## config.mk

```make
export PLATFORM = sky130hd
export DESIGN_NAME = teav_half_round
export DESIGN_NICKNAME = d
export VERILOG_FILES = /design/src/rtl/teav_pkg.sv /design/src/rtl/teav_half_round.sv
export SDC_FILE = /design/constraint.sdc
export NUM_CORES = 1
export LEC_CHECK = 0
export BUFFER_PORTS_ARGS = -buffer_cell sky130_fd_sc_hd__buf_2
export CAP_MARGIN = 20
export CORE_ASPECT_RATIO = 1.25
export CORE_MARGIN = 5
export CORE_UTILIZATION = 55
export DETAILED_ROUTE_END_ITERATION = 10
export PLACE_DENSITY_LB_ADDON = 0.12
export SETUP_SLACK_MARGIN = 0.3
export SYNTH_ARGS = -nofsm -noshare
export SYNTH_HDL_FRONTEND = slang
export SYNTH_SLANG_ARGS = --single-unit
```

## constraint.sdc

```tcl
create_clock -name clk_i -period 6.84 [get_ports clk_i]
set_input_delay 0.684 -clock clk_i [delete_from_list [all_inputs] [get_ports clk_i]]
set_output_delay 0.684 -clock clk_i [all_outputs]
set_load 0.005 [all_outputs]
```

## src/rtl/teav_pkg.sv

```systemverilog
`default_nettype none

package teav_pkg;

  localparam int WordW = 32;
  localparam int CfgIdxW = 8;
  localparam int NumKeys = 4;

  // Round constant added to the running sum once per round.
  localparam logic [WordW-1:0] Delta = 32'hDEADBEEF;

  // Shift amounts of the round function.
  localparam int ShlAmt = 4;
  localparam int ShrAmt = 5;

  // Operation codes carried with each item.
  localparam logic OP_ENC = 1'b0;
  localparam logic OP_DEC = 1'b1;

  // Configuration register indexes.
  localparam logic [CfgIdxW-1:0] REG_KEY0 = 8'd0;
  localparam logic [CfgIdxW-1:0] REG_KEY1 = 8'd1;
  localparam logic [CfgIdxW-1:0] REG_KEY2 = 8'd2;
  localparam logic [CfgIdxW-1:0] REG_KEY3 = 8'd3;

  typedef logic [NumKeys-1:0][WordW-1:0] key_set_t;

  typedef struct packed {
    logic             op;
    logic [WordW-1:0] left;
    logic [WordW-1:0] right;
  } blk_t;

  // TEA style mixing function of one half with the sum and two key words.
  function automatic logic [WordW-1:0] mix(input logic [WordW-1:0] x,
                                           input logic [WordW-1:0] s,
                                           input logic [WordW-1:0] ka,
                                           input logic [WordW-1:0] kb);
    logic [WordW-1:0] a;
    logic [WordW-1:0] b;
    logic [WordW-1:0] c;
    a = (x << ShlAmt) + ka;
    b = x + s;
    c = (x >> ShrAmt) + kb;
    return a ^ b ^ c;
  endfunction

endpackage

`default_nettype wire

```

## src/rtl/teav_half_round.sv

```systemverilog
`default_nettype none

module teav_half_round #(
  parameter bit          FIRST_HALF = 1'b1,
  parameter logic [31:0] SUM_ENC    = 32'h0,
  parameter logic [31:0] SUM_DEC    = 32'h0
) (
  input  wire logic              clk_i,
  input  wire logic              rst_ni,
  input  wire teav_pkg::key_set_t keys_i,
  input  wire logic              valid_i,
  output logic                   ready_o,
  input  wire teav_pkg::blk_t    data_i,
  output logic                   valid_o,
  input  wire logic              ready_i,
  output teav_pkg::blk_t         data_o
);
  import teav_pkg::*;

  logic             valid_q;
  logic             valid_d;
  blk_t             data_q;
  blk_t             data_d;
  logic             load;
  logic             is_dec;
  logic             upd_left;
  logic [WordW-1:0] x;
  logic [WordW-1:0] s;
  logic [WordW-1:0] ka;
  logic [WordW-1:0] kb;
  logic [WordW-1:0] f;
  logic [WordW-1:0] tgt;
  logic [WordW-1:0] res;

  assign ready_o = !valid_q || ready_i;
  assign load    = valid_i && ready_o;

  // Encipher updates left then right within a round; decipher runs the
  // round backwards, so the halves swap roles between the two half rounds.
  assign is_dec   = (data_i.op == OP_DEC);
  assign upd_left = FIRST_HALF ? !is_dec : is_dec;

  always_comb begin
    if (upd_left) begin
      x   = data_i.right;
      tgt = data_i.left;
      ka  = keys_i[0];
      kb  = keys_i[1];
      s   = (is_dec ? SUM_DEC : SUM_ENC) + 32'd1;
    end else begin
      x   = data_i.left;
      tgt = data_i.right;
      ka  = keys_i[2];
      kb  = keys_i[3];
      s   = is_dec ? SUM_DEC : SUM_ENC;
    end
  end

  assign f   = mix(x, s, ka, kb);
  assign res = is_dec ? (tgt - f) : (tgt + f);

  always_comb begin
    data_d = data_i;
    if (upd_left) begin
      data_d.left = res;
    end else begin
      data_d.right = res;
    end
  end

  always_comb begin
    valid_d = valid_q;
    if (ready_o) begin
      valid_d = valid_i;
    end
  end

  always_ff @(posedge clk_i or negedge rst_ni) begin
    if (!rst_ni) begin
      valid_q <= 1'b0;
    end else begin
      valid_q <= valid_d;
    end
  end

  always_ff @(posedge clk_i) begin
    if (load) begin
      data_q <= data_d;
    end
  end

  assign valid_o = valid_q;
  assign data_o  = data_q;

  // A held item must not vanish or change while the next stage stalls.
  a_hold_valid : assert property (@(posedge clk_i) disable iff (!rst_ni)
    valid_q && !ready_i |=> valid_q)
    else $error("stage dropped a stalled item");

  a_hold_data : assert property (@(posedge clk_i) disable iff (!rst_ni)
    valid_q && !ready_i |=> $stable(data_q))
    else $error("stage data changed while stalled");

  a_take : assert property (@(posedge clk_i) disable iff (!rst_ni)
    valid_i && ready_o |=> valid_q)
    else $error("stage lost an accepted item");

endmodule

`default_nettype wire

```

==> impl_metrics.json <==
{
  "outcome": "finished, final reports clean",
  "synth_area_um2": 10400,
  "slew-limit-headroom_pct": 45.4,
  "multi_input_area_um2": 8490,
  "initialDrtViolationCount": 653,
  "fin_worst_skew_ns": 0.00553,
  "dieArea_um2": 21800,
  "final_hold_viol_count": 0,
  "tritoncts": "built",
  "synth_nets": 1499,
  "area_growth_pct": 25.0,
  "start_util_pct": 55.7,
  "tightest_slew_ns": 0.811,
  "final_cells": 1747,
  "cts_sinks": 66,
  "leakagePower_nw": 5.96,
  "synth-seq-area-share_pct": 19.0,
  "path_cells": "buf_16 -> mux2i_4 -> inv_1 -> ha_1 -> fa_1 -> a21o_1 -> a21oi_1 -> xnor3_1 -> nor4bb_2 -> a41oi_2 -> o21bai_1 -> xnor2_1 -> ha_1 -> nand2_1 -> o21ai_0 -> or3_1 -> o21ai_4 -> o21bai_4 -> o211ai_1 -> nand3_1 -> o2111ai_2 -> nor3b_4 -> a2111oi_0 -> or3b_1",
  "core_area_um2": 18700,
  "postRouteAntennaNets": 0,
  "finalSetupViolations": 0,
  "wl_per_cell_um": 18.8,
  "synth.distinct_cells": 81,
  "insertion_delay_ns": 0.32,
  "dpl_cell_area_um2": 12500,
  "dpl.cell_count": 1723,
  "synth_area_per_cell_um2": 8.60,
  "start_kind": "primary input",
  "ir_drop_v": 0.000182,
  "crit_type": "in -> reg",
  "hpwl_um": 27100,
  "yosysWarningCount": 0,
  "fin_util_pct": 69.6,
  "synth-main-ff-cell": "edfxtp_1",
  "cpMostUsedCell": "ha_1",
  "path_max_fanout": 19,
  "final_nets": 1795,
  "period_share_pct": 90.8,
  "route.vias.total": 10349,
  "maxCapViolCount": 0,
  "grt_pass1_vias": 9579,
  "io_pins": 264,
  "layout-drive-gt1-share_pct": 33.8,
  "worst_hold_path_type": "in -> async",
  "mostFrequentLayoutCells": "262 x buf_2, 157 x nand2_1, 139 x xnor2_1",
  "power_density_nw_per_um2": 341,
  "grt_max_degree": 66,
  "max_clock_freq_mhz": 161,
  "cts_buffer_depth": 2,
  "rsz0062_at_grt": "false",
  "grt.total_usage_pct": 28.2,
  "synth-edff-count": 65,
  "post-route-min-period_ns": 6.21,
  "cts_made_buffers": 9,
  "ctsHtreeMaxLevel": 3,
  "ff_latch_area_um2": 1980,
  "first_pass_iters": 5,
  "clkSlewWorstSetupHoldPaths_ns": 0.05,
  "wl_um": 32800,
  "antenna_found_initial": 2,
  "drc": 0,
  "synthAdderAreaFrac_pct": 11.0,
  "grt_overflow_total": 0,
  "cp-end-kind": "flop",
  "portBuffers": 263,
  "synth_top_family_by_area": "compound AO/OA/AOI/OAI gates",
  "die_w_um": 133,
  "via_per_inst": 5.92,
  "synth_compound_area_share_pct": 19.7,
  "syn-instance-count": 1212,
  "synth-async-reset-ratio_pct": 1.52,
  "slowest_delay_ns": 0.41,
  "cts-hold-fix-buffers": 0,
  "arrival_ns": 6.27,
  "critPathSlowestCell": "fa_1",
  "synthMuxAreaShare_pct": 12.2,
  "fillerInstances": 1533,
  "ys_ff_latch": 66,
  "final_common_cell": "buf_2",
  "fin_area_um2": 13000,
  "drv_slew": 0,
  "grt_pass1_wl_um": 50000,
  "gp_congestion": 0.948,
  "fp.dieH_um": 164,
  "cts_root_buf": "clkbuf_16",
  "yosys.area_share.simple_pct": 17.5,
  "worstPathRequired_ns": 6.90,
  "synth_xor_area_share_pct": 17.8,
  "rows": 56
}
metal layers:
layer  vias to the layer above  track usage [%]  routed length, um  share of wire (%)
met5                         -                0                  0                  0
li1                       5055                -                  -                  -
met4                         0             5.38                470                1.4
met1                      4824             42.3              15400                 47
met2                       440             44.8              14700                 45
met3                        30             2.42               2350                7.2
kinds of logic (layout without fill, tap and decap cells):
family          Yosys count  after routing
simple gates            366            366
compound gates          305            305
xor+xnor                197            197
mux                     115            115
fa+ha+maj                90             90
buf+inv                  73            374
flops                    66             66
other cells               0              2
path summary, 6_finish.rpt:
kind	startpoint	endpoint	depth (start not counted)	slack, ns
min	rst_ni	valid_o	1	0.13
max in group asynchronous	rst_ni	valid_o	1	6.62
min reg2reg	valid_o	valid_o	2	0.54
max	data_i[64]	data_o[63]	24	0.63
min in group clk_i	valid_o	valid_o	2	0.54
max reg2reg	valid_o	data_o[4]	3	5.19
report_power, final:
part | switching (W) | internal (W)
sequential | 0.0000252 | 0.000648
clock | 0.000151 | 0.000277
combinational | 0.00181 | 0.00153
timing repair:
item | in CTS | in global routing
gates resized for setup | 1 | 33
setup endpoints to repair | 1 | 11
buffers inserted | 0 | 5
pin swaps | 0 | 8
gates cloned | 0 | 1
critical path: cells and delay by family:
family,cells,cell delay [ns]
compound gates,10,1.84
xor+xnor,2,0.58
fa+ha+maj,3,0.97
buf+inv,2,0.26
mux,1,0.27
simple gates,6,1.65
area by class of cell:
type	instances	share of cell area, %
multi-input combinational	1073	65.2
sequential	66	15.2
timing repair buffer	324	14.2
tap	232	2.23
clock buffer	9	1.73
inverter	34	0.980
clock inverter	7	0.461
antenna	2	0.0384
sequential cells by signal, summed over array words and instances, names as in the netlist:
signal and count:
valid_o 1, data_o 65
cells in the mapped netlist (4+ instances only):
cell,count,area (um^2)
buf_2,5,25.0
and4_1,5,43.8
xor2_1,40,350
nand4_1,15,93.8
o21bai_1,7,52.6
ha_1,87,1090
nand2b_1,17,106
o31a_1,4,35.0
a41o_1,4,40.0
a211o_1,4,35.0
a21o_1,45,338
nand2_1,158,593
o21a_1,17,128
nand3b_1,6,45.0
edfxtp_1,65,1950
a21oi_1,82,410
and2_1,10,62.6
mux2i_1,18,180
mux2_2,97,1090
xnor2_1,147,1290
a211oi_1,8,60.1
a21bo_2,5,50.1
clkbuf_1,25,93.8
a21boi_0,6,45.0
xnor3_1,8,180
nor2_1,51,191
o21ai_0,52,260
or3_1,5,31.3
or2_2,6,37.5
nor2b_1,13,81.3
nand3_1,31,155
buf_1,6,22.5
inv_1,33,124
nor3_1,13,65.1
and3_1,14,87.6
o211ai_1,5,37.5
a311oi_1,5,43.8
o31ai_1,11,82.6
a31oi_1,13,81.3
stage by stage:
stage / setup WS, ns / power [W] / TNS, ns / hold WS, ns
finish: 0.631 / 0.00444 / 0 / 0.133
global route: 0.265 / 0.00481 / 0 / 0.124
CTS: 0.317 / 0.00432 / 0 / 0.125
detailed placement: -0.0707 / 0.00386 / -0.0707 / 0.464
global placement: 0.185 / 0.00381 / 0 / 0.458
floorplan: 0.0846 / 0.00306 / 0 / 0.388
Power figures use the tool's default switching activity.
