==> src/rtl/teav_pkg.sv <==
`default_nettype none

package teav_pkg;

  localparam int WordW = 32;
  localparam int CfgIdxW = 8;
  localparam int NumKeys = 4;

  // Round constant added to the running sum once per round.
  localparam logic [WordW-1:0] Delta = 32'hDEADBEEF;

  // Shift amounts of the round function.
  localparam int ShlAmt = 4;
  localparam int ShrAmt = 5;

  // Operation codes carried with each item.
  localparam logic OP_ENC = 1'b0;
  localparam logic OP_DEC = 1'b1;

  // Configuration register indexes.
  localparam logic [CfgIdxW-1:0] REG_KEY0 = 8'd0;
  localparam logic [CfgIdxW-1:0] REG_KEY1 = 8'd1;
  localparam logic [CfgIdxW-1:0] REG_KEY2 = 8'd2;
  localparam logic [CfgIdxW-1:0] REG_KEY3 = 8'd3;

  typedef logic [NumKeys-1:0][WordW-1:0] key_set_t;

  typedef struct packed {
    logic             op;
    logic [WordW-1:0] left;
    logic [WordW-1:0] right;
  } blk_t;

  // TEA style mixing function of one half with the sum and two key words.
  function automatic logic [WordW-1:0] mix(input logic [WordW-1:0] x,
                                           input logic [WordW-1:0] s,
                                           input logic [WordW-1:0] ka,
                                           input logic [WordW-1:0] kb);
    logic [WordW-1:0] a;
    logic [WordW-1:0] b;
    logic [WordW-1:0] c;
    a = (x << ShlAmt) + ka;
    b = x + s;
    c = (x >> ShrAmt) + kb;
    return a ^ b ^ c;
  endfunction

endpackage

`default_nettype wire

==> src/rtl/teav_cfg_if.sv <==
`default_nettype none

interface teav_cfg_if;
  logic        valid;
  logic        ready;
  logic [7:0]  index;
  logic [31:0] data;

  modport source (output valid, output index, output data, input ready);
  modport sink (input valid, input index, input data, output ready);
endinterface

`default_nettype wire

==> src/rtl/teav_key_regs.sv <==
`default_nettype none

module teav_key_regs (
  input  wire logic              clk_i,
  input  wire logic              rst_ni,
  teav_cfg_if.sink               cfg,
  output teav_pkg::key_set_t     keys_o
);
  import teav_pkg::*;

  key_set_t keys_q;
  key_set_t keys_d;
  logic     wr_en;

  assign cfg.ready = 1'b1;
  assign wr_en     = cfg.valid && cfg.ready;

  // Writes to an index past the last key word are dropped.
  always_comb begin
    keys_d = keys_q;
    if (wr_en) begin
      case (cfg.index)
        REG_KEY0: keys_d[0] = cfg.data;
        REG_KEY1: keys_d[1] = cfg.data;
        REG_KEY2: keys_d[2] = cfg.data;
        REG_KEY3: keys_d[3] = cfg.data;
        default:  keys_d = keys_q;
      endcase
    end
  end

  always_ff @(posedge clk_i or negedge rst_ni) begin
    if (!rst_ni) begin
      keys_q <= '0;
    end else begin
      keys_q <= keys_d;
    end
  end

  assign keys_o = keys_q;

endmodule

`default_nettype wire

==> src/flat_wrapper.sv <==
// flat-port wrapper written by rule: the top's interface ports become plain ports
module teav_key_regs_flat import teav_pkg::*;
  (clk_i, rst_ni, keys_o, cfg_valid, cfg_index, cfg_data, cfg_ready);
  teav_cfg_if cfg_i ();
  input  wire logic clk_i;
  input  wire logic rst_ni;
  output teav_pkg::key_set_t keys_o;
  input wire logic [$bits(cfg_i.valid)-1:0] cfg_valid;
  input wire logic [$bits(cfg_i.index)-1:0] cfg_index;
  input wire logic [$bits(cfg_i.data)-1:0] cfg_data;
  output wire logic [$bits(cfg_i.ready)-1:0] cfg_ready;
  assign cfg_i.valid = cfg_valid;
  assign cfg_i.index = cfg_index;
  assign cfg_i.data = cfg_data;
  assign cfg_ready = cfg_i.ready;
  teav_key_regs u_core (.clk_i(clk_i), .rst_ni(rst_ni), .cfg(cfg_i), .keys_o(keys_o));
endmodule
==> config.mk <==
export PLATFORM = sky130hd
export DESIGN_NAME = teav_key_regs_flat
export DESIGN_NICKNAME = d
export VERILOG_FILES = /design/src/rtl/teav_pkg.sv /design/src/rtl/teav_cfg_if.sv /design/src/rtl/teav_key_regs.sv /design/src/flat_wrapper.sv
export SDC_FILE = /design/constraint.sdc
export NUM_CORES = 1
export LEC_CHECK = 0
export ABC_AREA = 1
export BUFFER_PORTS_ARGS = -buffer_cell sky130_fd_sc_hd__clkbuf_2
export CORE_ASPECT_RATIO = 1.5
export CORE_MARGIN = 2
export CORE_UTILIZATION = 51
export CTS_CLUSTER_SIZE = 10
export DETAILED_ROUTE_END_ITERATION = 8
export PLACE_DENSITY_LB_ADDON = 0.12
export SLEW_MARGIN = 20
export SYNTH_ARGS = -nofsm -noshare
export SYNTH_HDL_FRONTEND = slang
export SYNTH_SLANG_ARGS = --single-unit
==> constraint.sdc <==
create_clock -name clk_i -period 0.8 [get_ports clk_i]
set_input_delay 0.04 -clock clk_i [delete_from_list [all_inputs] [get_ports clk_i]]
set_output_delay 0.04 -clock clk_i [all_outputs]
set_load 0.02 [all_outputs]
==> results of run 1 <==
## worst min path at each step
stage	start	endpoint	slack (ps)	cells after the start
2_1_floorplan	rst_ni	u_core.keys_o[0]$_DFFE_PN0P_	-260	0
5_1_grt	cfg_index[6]	u_core.keys_o[91]$_DFFE_PN0P_	170	6
3_5_place_dp	rst_ni	u_core.keys_o[103]$_DFFE_PN0P_	60	2
4_1_cts	cfg_index[2]	u_core.keys_o[91]$_DFFE_PN0P_	120	6
6_report	cfg_index[2]	u_core.keys_o[91]$_DFFE_PN0P_	130	6
3_3_place_gp	rst_ni	u_core.keys_o[69]$_DFFE_PN0P_	60	2
## tightest hold or removal path, stage by stage
cell and delay [ps]:
clkbuf_2 90, nor2_1 50, nand2_1 160, nor2_8 50
nand3_1 70, nand2_1 50
## cell usage in the layout (no fill, tap or decap), types with 2 or more instances in the layout
cell type | Yosys | final
clkbuf_16 | 0 | 17
nand2_1 | 258 | 250
clkinv_2 | 0 | 2
inv_6 | 1 | 4
nor2_4 | 1 | 5
clkinvlp_4 | 0 | 3
clkinv_4 | 0 | 5
buf_12 | 0 | 14
dfrtp_1 | 128 | 128
clkbuf_2 | 0 | 41
inv_1 | 4 | 4
buf_8 | 0 | 2
nand3_4 | 4 | 4
bufinv_16 | 0 | 2
nand2_2 | 2 | 10
dlygate4sd3_1 | 0 | 33
buf_6 | 24 | 97
clkbuf_8 | 0 | 35
nor2_8 | 2 | 2
nand3_1 | 128 | 128
buf_4 | 4 | 82
## timing repair
item | 4_1_cts | 5_1_grt
pin swaps | 0 | 3
setup endpoints to repair | 128 | 131
hold buffers | 33 | 0
setup buffers | 30 | 49
gates resized for setup | 73 | 289
hold endpoints to repair | 256 | 0
## metal layers
metal / vias to the layer above / part of all wire [%]
met1: 2637 / 34
li1: 2417 / -
met4: 0 / 5.7
met3: 99 / 7.4
met2: 349 / 53
met5: - / 0
## synth_stat cells (all sizes together)
cell type / number / share of area, %
conb: 1 / 0.070
dfrtp: 128 / 60
buf: 39 / 6.6
nor2: 8 / 1.4
nand2: 261 / 18
inv: 6 / 0.51
nand3: 132 / 13
## stage by stage
| stage | TNS [ps] | power (W) | utilization (%) | hold slack [ps] | setup slack (ps) |
|---|---|---|---|---|---|
| 3_3_place_gp | -23570 | 0.008641 | 62.95 | 56.71 | -201.1 |
| 3_5_place_dp | -26360 | 0.008678 | 62.95 | 58.39 | -235.0 |
| 4_1_cts | -26600 | 0.01664 | 77.37 | 121.8 | -239.2 |
| 6_report | -25500 | 0.01722 | 86.91 | 131.7 | -242.3 |
| 2_1_floorplan | -922.9 | 0.007852 | - | -255.6 | -11.82 |
| 5_1_grt | -29270 | 0.01779 | 86.91 | 167.9 | -280.5 |
## cell type report
class / count / area (µm²) / area share [%]
clock buffers: 17 / 425.4 / 4.803
clock inverters: 15 / 162.7 / 1.836
inverters: 6 / 27.53 / 0.3108
multi-input cells: 402 / 1827 / 20.62
repair buffers: 304 / 3035 / 34.27
well taps: 141 / 176.4 / 1.992
flip-flops and latches: 128 / 3203 / 36.16
## report_power, final
part           switching [W]  total [W]  internal (W)
registers           0.000262    0.00705       0.00679
clock network        0.00306    0.00768       0.00462
logic                0.00129    0.00250       0.00120
total                0.00461     0.0172        0.0126
## logic make-up after synthesis
logic type	share of synthesized area (%)
buffers and inverters	7.133
DFF	59.67
other	0.06986
and+or+nand+nor	33.12
==> flow_metrics.py, run 1 <==
metrics = {
    "clocking": {
        "cts.path.max_buffers": 2,
        "htree_levels": 4,
        "clock-root-buffer": "clkbuf_16",
        "cts_buffers": 17,
        "cts_tree": "yes",
        "clkTransAtPathRegs_ps": 60,
        "clk_latency_ps": 410,
        "clock-sinks": 128,
    },
    "critical_path": {
        "startpoint": "u_core.keys_o[82]$_DFFE_PN0P_",
        "start_kind": "register",
        "reg2reg_slack_ps": -100,
        "critPathMaxStageDelay_ps": 420,
        "rr_endpoint": "u_core.keys_o[12]$_DFFE_PN0P_",
        "cp_slowest_cell": "dfrtp_1",
        "critical_path_peak_fanout": 2,
        "cp_num_buf_inv": 1,
        "reg2reg_depth": 4,
        "critPathArrivalTime_ps": 1000,
        "crit_cells": 1,
        "critPathCaptureType": "primary output",
        "endpoint": "keys_o[82]",
        "crit_required_ps": 760,
        "path_delay_family": "flip-flops",
        "cp_cell_sequence": "clkbuf_8",
        "critPathKind": "register to primary output",
        "reg2reg_from": "u_core.keys_o[12]$_DFFE_PN0P_",
    },
    "routing": {
        "drc_errors": 0,
        "via_per_inst": 5.431,
        "ant_nets": 0,
        "routed_wl_mm": 19.10,
        "first_iter_violations": 518,
        "firstDrtPassIters": 7,
        "vias": 5502,
        "wl_per_cell_um": 18.86,
    },
    "sta": {
        "rsz0062_at_grt": "yes",
        "setup_violations": 146,
        "setup_slack_ps": -242.3,
        "min_period_ps": 1042,
        "fin_crit_sh_pct": 130.3,
        "finClkSkew_ps": 0,
        "hold_viol": 0,
        "fmaxAchievable_mhz": 959.5,
        "finalMaxSlewViolations": 0,
    },
    "layout": {
        "area_growth_pct": 65.01,
        "fin_cells": 1013,
        "n_fill_cell": 479,
        "nets": 902,
        "stdcell_area_um2": 8857,
        "largest_reg_flops": 128,
        "drive_gt1_share_pct": 37.50,
        "insertedDiodeCount": 0,
    },
    "global_route": {
        "antenna_found_initial": 0,
        "use_met2_pct": 46.48,
        "grt_pass1_vias": 5094,
        "busiest_layer": "met2",
        "gr-usage-met1_pct": 35.48,
        "grt_use_met3_pct": 6.115,
        "grt-ovfl-total": 0,
        "grt_start_max_net_pins": 65,
        "grt_pass1_wl_mm": 24.85,
        "grtUsageTotal_pct": 28.46,
    },
    "outcome": {
        "outcome": "finished, violations left",
        "violations": "setup timing",
    },
    "floorplan": {
        "die-area_um2": 11380,
        "core_area_um2": 10190,
        "rows": 45,
        "die_x_um": 87.77,
        "die_h_um": 129.6,
        "design.portCount": 172,
        "start_util_pct": 52.67,
    },
    "place": {
        "placed_area_um2": 6415,
        "dp.cells": 870,
        "gp_congestion": 0.7915,
        "portBuffers": 170,
        "place_hpwl_mm": 9.661,
    },
    "pwr": {
        "vdd_drop_max_mv": 1.695,
        "p_leak_nw": 4.956,
        "pwr_density_cell_nw_per_um2": 1944,
    },
    "synth": {
        "synth_warnings": 0,
        "syn_avg_cell_area_um2": 9.335,
        "synthCells": 575,
        "ys_seq_area_share_pct": 59.67,
        "synth_cell_type_count": 17,
        "syn_area_um2": 5368,
        "synth_nets": 618,
        "ys_ff_latch": 128,
    },
    "job": {
        "cap_violations": 0,
    },
    "min_path": {
        "hold_class": "primary input to register",
    },
}
(Power assumes the default switching activity.)
==> run 2: changes to the inputs <==
Settings changed: CORE_ASPECT_RATIO 1.5 to 1.25.
==> flow_metrics.py, run 2 (same netlist as run 1, synthesis figures left out) <==
metrics = {
    "outcome": {
        "outcome": "finished, violations left",
        "violations": "setup timing",
    },
    "sta": {
        "min_period_ps": 1033,
        "fin_crit_sh_pct": 129.1,
        "hold_viol": 0,
        "setup_violations": 141,
        "rsz0062_at_grt": "yes",
        "fmaxAchievable_mhz": 968.4,
        "finalSetupTns_ps": -23970,
        "finClkSkew_ps": 0,
        "setup_slack_ps": -232.6,
        "whs_ps": 169.1,
        "finalMaxSlewViolations": 0,
    },
    "pwr": {
        "netSwitchingFraction_pct": 24.85,
        "switchingPower_w": 0.004151,
        "pwr_density_cell_nw_per_um2": 1921,
        "total_power_w": 0.01670,
        "internal_power_w": 0.01255,
        "vdd_drop_max_mv": 1.512,
        "p_leak_nw": 4.877,
        "clock_power_share_pct": 43.4,
        "combPwrFrac_pct": 14.4,
        "pwr-share-seq_pct": 42.2,
    },
    "floorplan": {
        "design.portCount": 172,
        "start_util_pct": 52.85,
        "rows": 41,
        "die_x_um": 95.76,
        "die-area_um2": 11370,
        "die_h_um": 118.7,
        "core_area_um2": 10160,
    },
    "min_path": {
        "hold_class": "primary input to register",
    },
    "critical_path": {
        "start_kind": "register",
        "reg2reg_slack_ps": -80,
        "cp_num_buf_inv": 1,
        "critPathMaxStageDelay_ps": 420,
        "endpoint": "keys_o[100]",
        "cp_slowest_cell": "dfrtp_1",
        "critical_path_peak_fanout": 2,
        "startpoint": "u_core.keys_o[100]$_DFFE_PN0P_",
        "rr_endpoint": "u_core.keys_o[19]$_DFFE_PN0P_",
        "path_delay_family": "flip-flops",
        "critPathCaptureType": "primary output",
        "critPathArrivalTime_ps": 990,
        "crit_required_ps": 760,
        "critPathKind": "register to primary output",
        "cp_cell_sequence": "clkbuf_8",
        "reg2reg_depth": 4,
        "reg2reg_from": "u_core.keys_o[19]$_DFFE_PN0P_",
        "crit_cells": 1,
    },
    "global_route": {
        "grt_pass1_wl_mm": 24.53,
        "grt-ovfl-total": 0,
        "antenna_found_initial": 0,
        "grtUsageTotal_pct": 28.13,
        "grt_pass1_vias": 4871,
        "grt_start_max_net_pins": 63,
    },
    "clocking": {
        "clkTransAtPathRegs_ps": 50,
        "clock-root-buffer": "clkbuf_16",
        "clock-sinks": 128,
        "htree_levels": 4,
        "cts_tree": "yes",
        "cts.path.max_buffers": 2,
        "cts_buffers": 17,
        "clk_latency_ps": 400,
    },
    "place": {
        "placed_area_um2": 6427,
        "gp_congestion": 0.8019,
        "dp.cells": 860,
        "place_hpwl_mm": 9.894,
        "portBuffers": 170,
    },
    "routing": {
        "first_iter_violations": 417,
        "wl_per_cell_um": 17.52,
        "drc_errors": 0,
        "ant_nets": 0,
        "vias": 5307,
        "via_per_inst": 5.377,
        "routed_wl_mm": 17.29,
        "firstDrtPassIters": 5,
    },
    "layout": {
        "largest_reg_flops": 128,
        "final_cell_mix": "254 x nand2_1, 128 x nand3_1, 128 x dfrtp_1",
        "area_growth_pct": 62.00,
        "drive_gt1_share_pct": 35.55,
        "stdcell_area_um2": 8696,
        "fin_cells": 987,
        "insertedDiodeCount": 0,
        "final_common_cell": "nand2_1",
        "nets": 890,
    },
    "job": {
        "cap_violations": 0,
    },
}
## run 2: how the worst min path moves through the flow
stage / startpoint / to / cells past startpoint
after CTS: cfg_index[1] / u_core.keys_o[55]$_DFFE_PN0P_ / 5
after global placement: rst_ni / u_core.keys_o[105]$_DFFE_PN0P_ / 2
after global routing: cfg_index[1] / u_core.keys_o[56]$_DFFE_PN0P_ / 5
after floorplan: rst_ni / u_core.keys_o[0]$_DFFE_PN0P_ / 0
final: cfg_index[1] / u_core.keys_o[56]$_DFFE_PN0P_ / 5
after detailed placement: rst_ni / u_core.keys_o[105]$_DFFE_PN0P_ / 2
## run 2: metrics by stage
step | worst slack (ps) | utilization (%)
after global routing | -241.5 | 85.61
after global placement | -198.5 | 63.28
after floorplan | -11.82 | -
after detailed placement | -235.7 | 63.28
final | -232.6 | 85.61
after CTS | -227.9 | 76.60
## run 2: area by class of cell
type	instances	area, µm²
clock buffer	22	454.2
timing repair buffer	292	2943
inverter	6	27.53
tap	129	161.4
clock inverter	8	90.09
fill	511	1461
sequential	128	3203
multi-input combinational	402	1817
## run 2: power groups by stage
stage	logic, W	registers, W	clock network [W]
6_report	0.00240	0.00705	0.00725
3_5_place_dp	0.00161	0.00708	0
5_1_grt	0.00257	0.00707	0.00760
3_3_place_gp	0.00158	0.00707	0
4_1_cts	0.00195	0.00698	0.00728
2_1_floorplan	0.000410	0.00744	0
## run 2: timing repair
item / in CTS / in global routing
buffers inserted: 24 / 40
resized for setup: 68 / 296
endpoints found under the setup margin: 128 / 129
pin swaps: 0 / 1
cloned: 0 / 0
hold buffers: 33 / 0
endpoints found under the hold margin: 256 / 0
## run 2: routing by layer
layer | global-route usage, % | share of wire (%) | up-vias
met4 | 10.27 | 3.3 | 0
met2 | 46.85 | 53 | 288
met5 | 0 | 0 | -
li1 | - | - | 2382
met1 | 35.02 | 36 | 2583
met3 | 7.075 | 7.9 | 54
==> run 3: changes to the inputs <==
Settings changed: CELL_PAD_IN_SITES_DETAIL_PLACEMENT from default to 2, CELL_PAD_IN_SITES_GLOBAL_PLACEMENT from default to 2, CORE_UTILIZATION 51 to 32.
Clock period 0.8 ns to 1.2 ns, I/O delays scaled along.
==> flow_metrics.py, run 3 (same netlist as run 1, synthesis figures left out) <==
metrics = {
    "outcome": {
        "outcome": "finished clean",
    },
    "layout": {
        "drive_gt1_share_pct": 29.46,
        "final_cell_mix": "258 x nand2_1, 169 x clkbuf_2, 128 x nand3_1, 128 x dfrtp_1, 33 x dlygate4sd3_1",
        "final_common_cell": "nand2_1",
        "area_growth_pct": 36.81,
        "largest_reg_flops": 128,
        "insertedDiodeCount": 0,
        "nets": 824,
    },
    "routing": {
        "vias": 4865,
        "firstDrtPassIters": 4,
        "drc_errors": 0,
        "routed_wl_mm": 19.27,
        "wl_per_cell_um": 19.14,
        "first_iter_violations": 197,
        "ant_nets": 0,
        "via_per_inst": 4.831,
    },
    "global_route": {
        "grt_pass1_vias": 5443,
        "grtUsageTotal_pct": 22.88,
        "antenna_found_initial": 0,
        "grt-ovfl-total": 0,
        "grt_start_max_net_pins": 39,
        "grt_pass1_wl_mm": 31.27,
    },
    "min_path": {
        "hold_class": "primary input to asynchronous set/reset pin",
    },
    "floorplan": {
        "design.portCount": 172,
        "die_x_um": 119.8,
        "rows": 52,
        "die-area_um2": 17830,
        "core_area_um2": 16330,
        "die_h_um": 148.8,
        "start_util_pct": 32.87,
    },
    "critical_path": {
        "critPathArrivalTime_ps": 1000,
        "critical_path_peak_fanout": 2,
        "critPathMaxStageDelay_ps": 400,
        "critPathKind": "register to primary output",
        "start_kind": "register",
        "path_delay_family": "flip-flops",
        "crit_required_ps": 1140,
        "cp_slowest_cell": "dfrtp_1",
        "cp_num_buf_inv": 1,
        "cp_cell_sequence": "clkbuf_2",
        "critPathCaptureType": "primary output",
    },
    "clocking": {
        "clk_latency_ps": 410,
        "cts_setup_buffers": 0,
        "cts_buffers": 17,
        "clock-sinks": 128,
        "htree_levels": 4,
        "cts_tree": "yes",
        "cts.path.max_buffers": 2,
        "clock-root-buffer": "clkbuf_16",
        "clkTransAtPathRegs_ps": 60,
    },
    "sta": {
        "setup_slack_ps": 138.3,
        "finalMaxSlewViolations": 0,
        "min_period_ps": 1062,
        "fmaxAchievable_mhz": 941.9,
        "fin_crit_sh_pct": 88.48,
        "hold_viol": 0,
        "finalSetupTns_ps": 0,
        "finClkSkew_ps": 0,
        "rsz0062_at_grt": "no",
        "setup_violations": 0,
    },
    "place": {
        "post-place-ws_ps": 1.003,
        "place_hpwl_mm": 13.19,
        "gp_congestion": 0.7873,
        "portBuffers": 170,
    },
    "pwr": {
        "vdd_drop_max_mv": 0.7975,
        "p_leak_nw": 4.270,
        "pwr_density_cell_nw_per_um2": 1452,
    },
    "job": {
        "cap_violations": 0,
    },
}
-- run 3: cell types whose count changed in the layout (fill, tap and decap cells not counted), sizes merged --
cell      previous run  this run
clkinvlp             0         2
bufinv               2         1
clkbuf              89       192
buf                192        24
clkinv               6         3
-- run 3: final timing paths --
kind | endpoint | slack (ps) | cells after the start | start
hold reg to reg | u_core.keys_o[41]$_DFFE_PN0P_ | 470 | 2 | u_core.keys_o[41]$_DFFE_PN0P_
setup / recovery | keys_o[80] | 140 | 1 | u_core.keys_o[80]$_DFFE_PN0P_
setup reg to reg | u_core.keys_o[31]$_DFFE_PN0P_ | 530 | 2 | u_core.keys_o[31]$_DFFE_PN0P_
hold / removal | u_core.keys_o[5]$_DFFE_PN0P_ | 110 | 2 | rst_ni
min in group clk_i | u_core.keys_o[65]$_DFFE_PN0P_ | 160 | 6 | cfg_index[5]
max in group asynchronous | u_core.keys_o[54]$_DFFE_PN0P_ | 540 | 3 | rst_ni
-- run 3: area by class of cell --
type	count	area, µm²
timing repair buffer	226	1523
clock buffer	23	478.0
inverter	6	27.53
sequential	128	3203
clock inverter	6	60.06
fill	1818	8987
multi-input combinational	402	1782
tap	216	270.3
-- run 3: timing repair --
item	in CTS	in global routing
endpoints found under the setup margin	0	0
hold buffers	33	0
endpoints found under the hold margin	255	0
gates resized for setup	0	0
-- run 3: layer usage --
layer | track usage, % | wire, µm | vias to the layer above
met3 | 5.428 | 850 | 20
met2 | 42.60 | 10550 | 122
met1 | 26.36 | 7663 | 2482
li1 | - | - | 2241
met4 | 5.588 | 210 | 0
met5 | 0 | 0 | -
-- run 3: where the power goes --
group | switching (W) | total (W) | internal [W]
combinational | 0.000791 | 0.00118 | 0.000387
clock | 0.00186 | 0.00482 | 0.00296
sequential | 0.000135 | 0.00466 | 0.00453
-- run 3: metrics by stage --
| stage | cells | util, % | total power (W) | instance area, µm² | hold slack, ps |
|---|---|---|---|---|---|
| floorplan | 575 | - | 0.005230 | 5368 | -235.6 |
| global placement | 945 | 39.65 | 0.005801 | 6475 | -3.477 |
| detailed placement | 945 | 39.65 | 0.005847 | 6475 | -10.12 |
| CTS | 1007 | 44.97 | 0.01077 | 7343 | 119.8 |
| global route | 1007 | 44.97 | 0.01107 | 7343 | 136.0 |
| finish | 1007 | 44.97 | 0.01066 | 7343 | 113.7 |
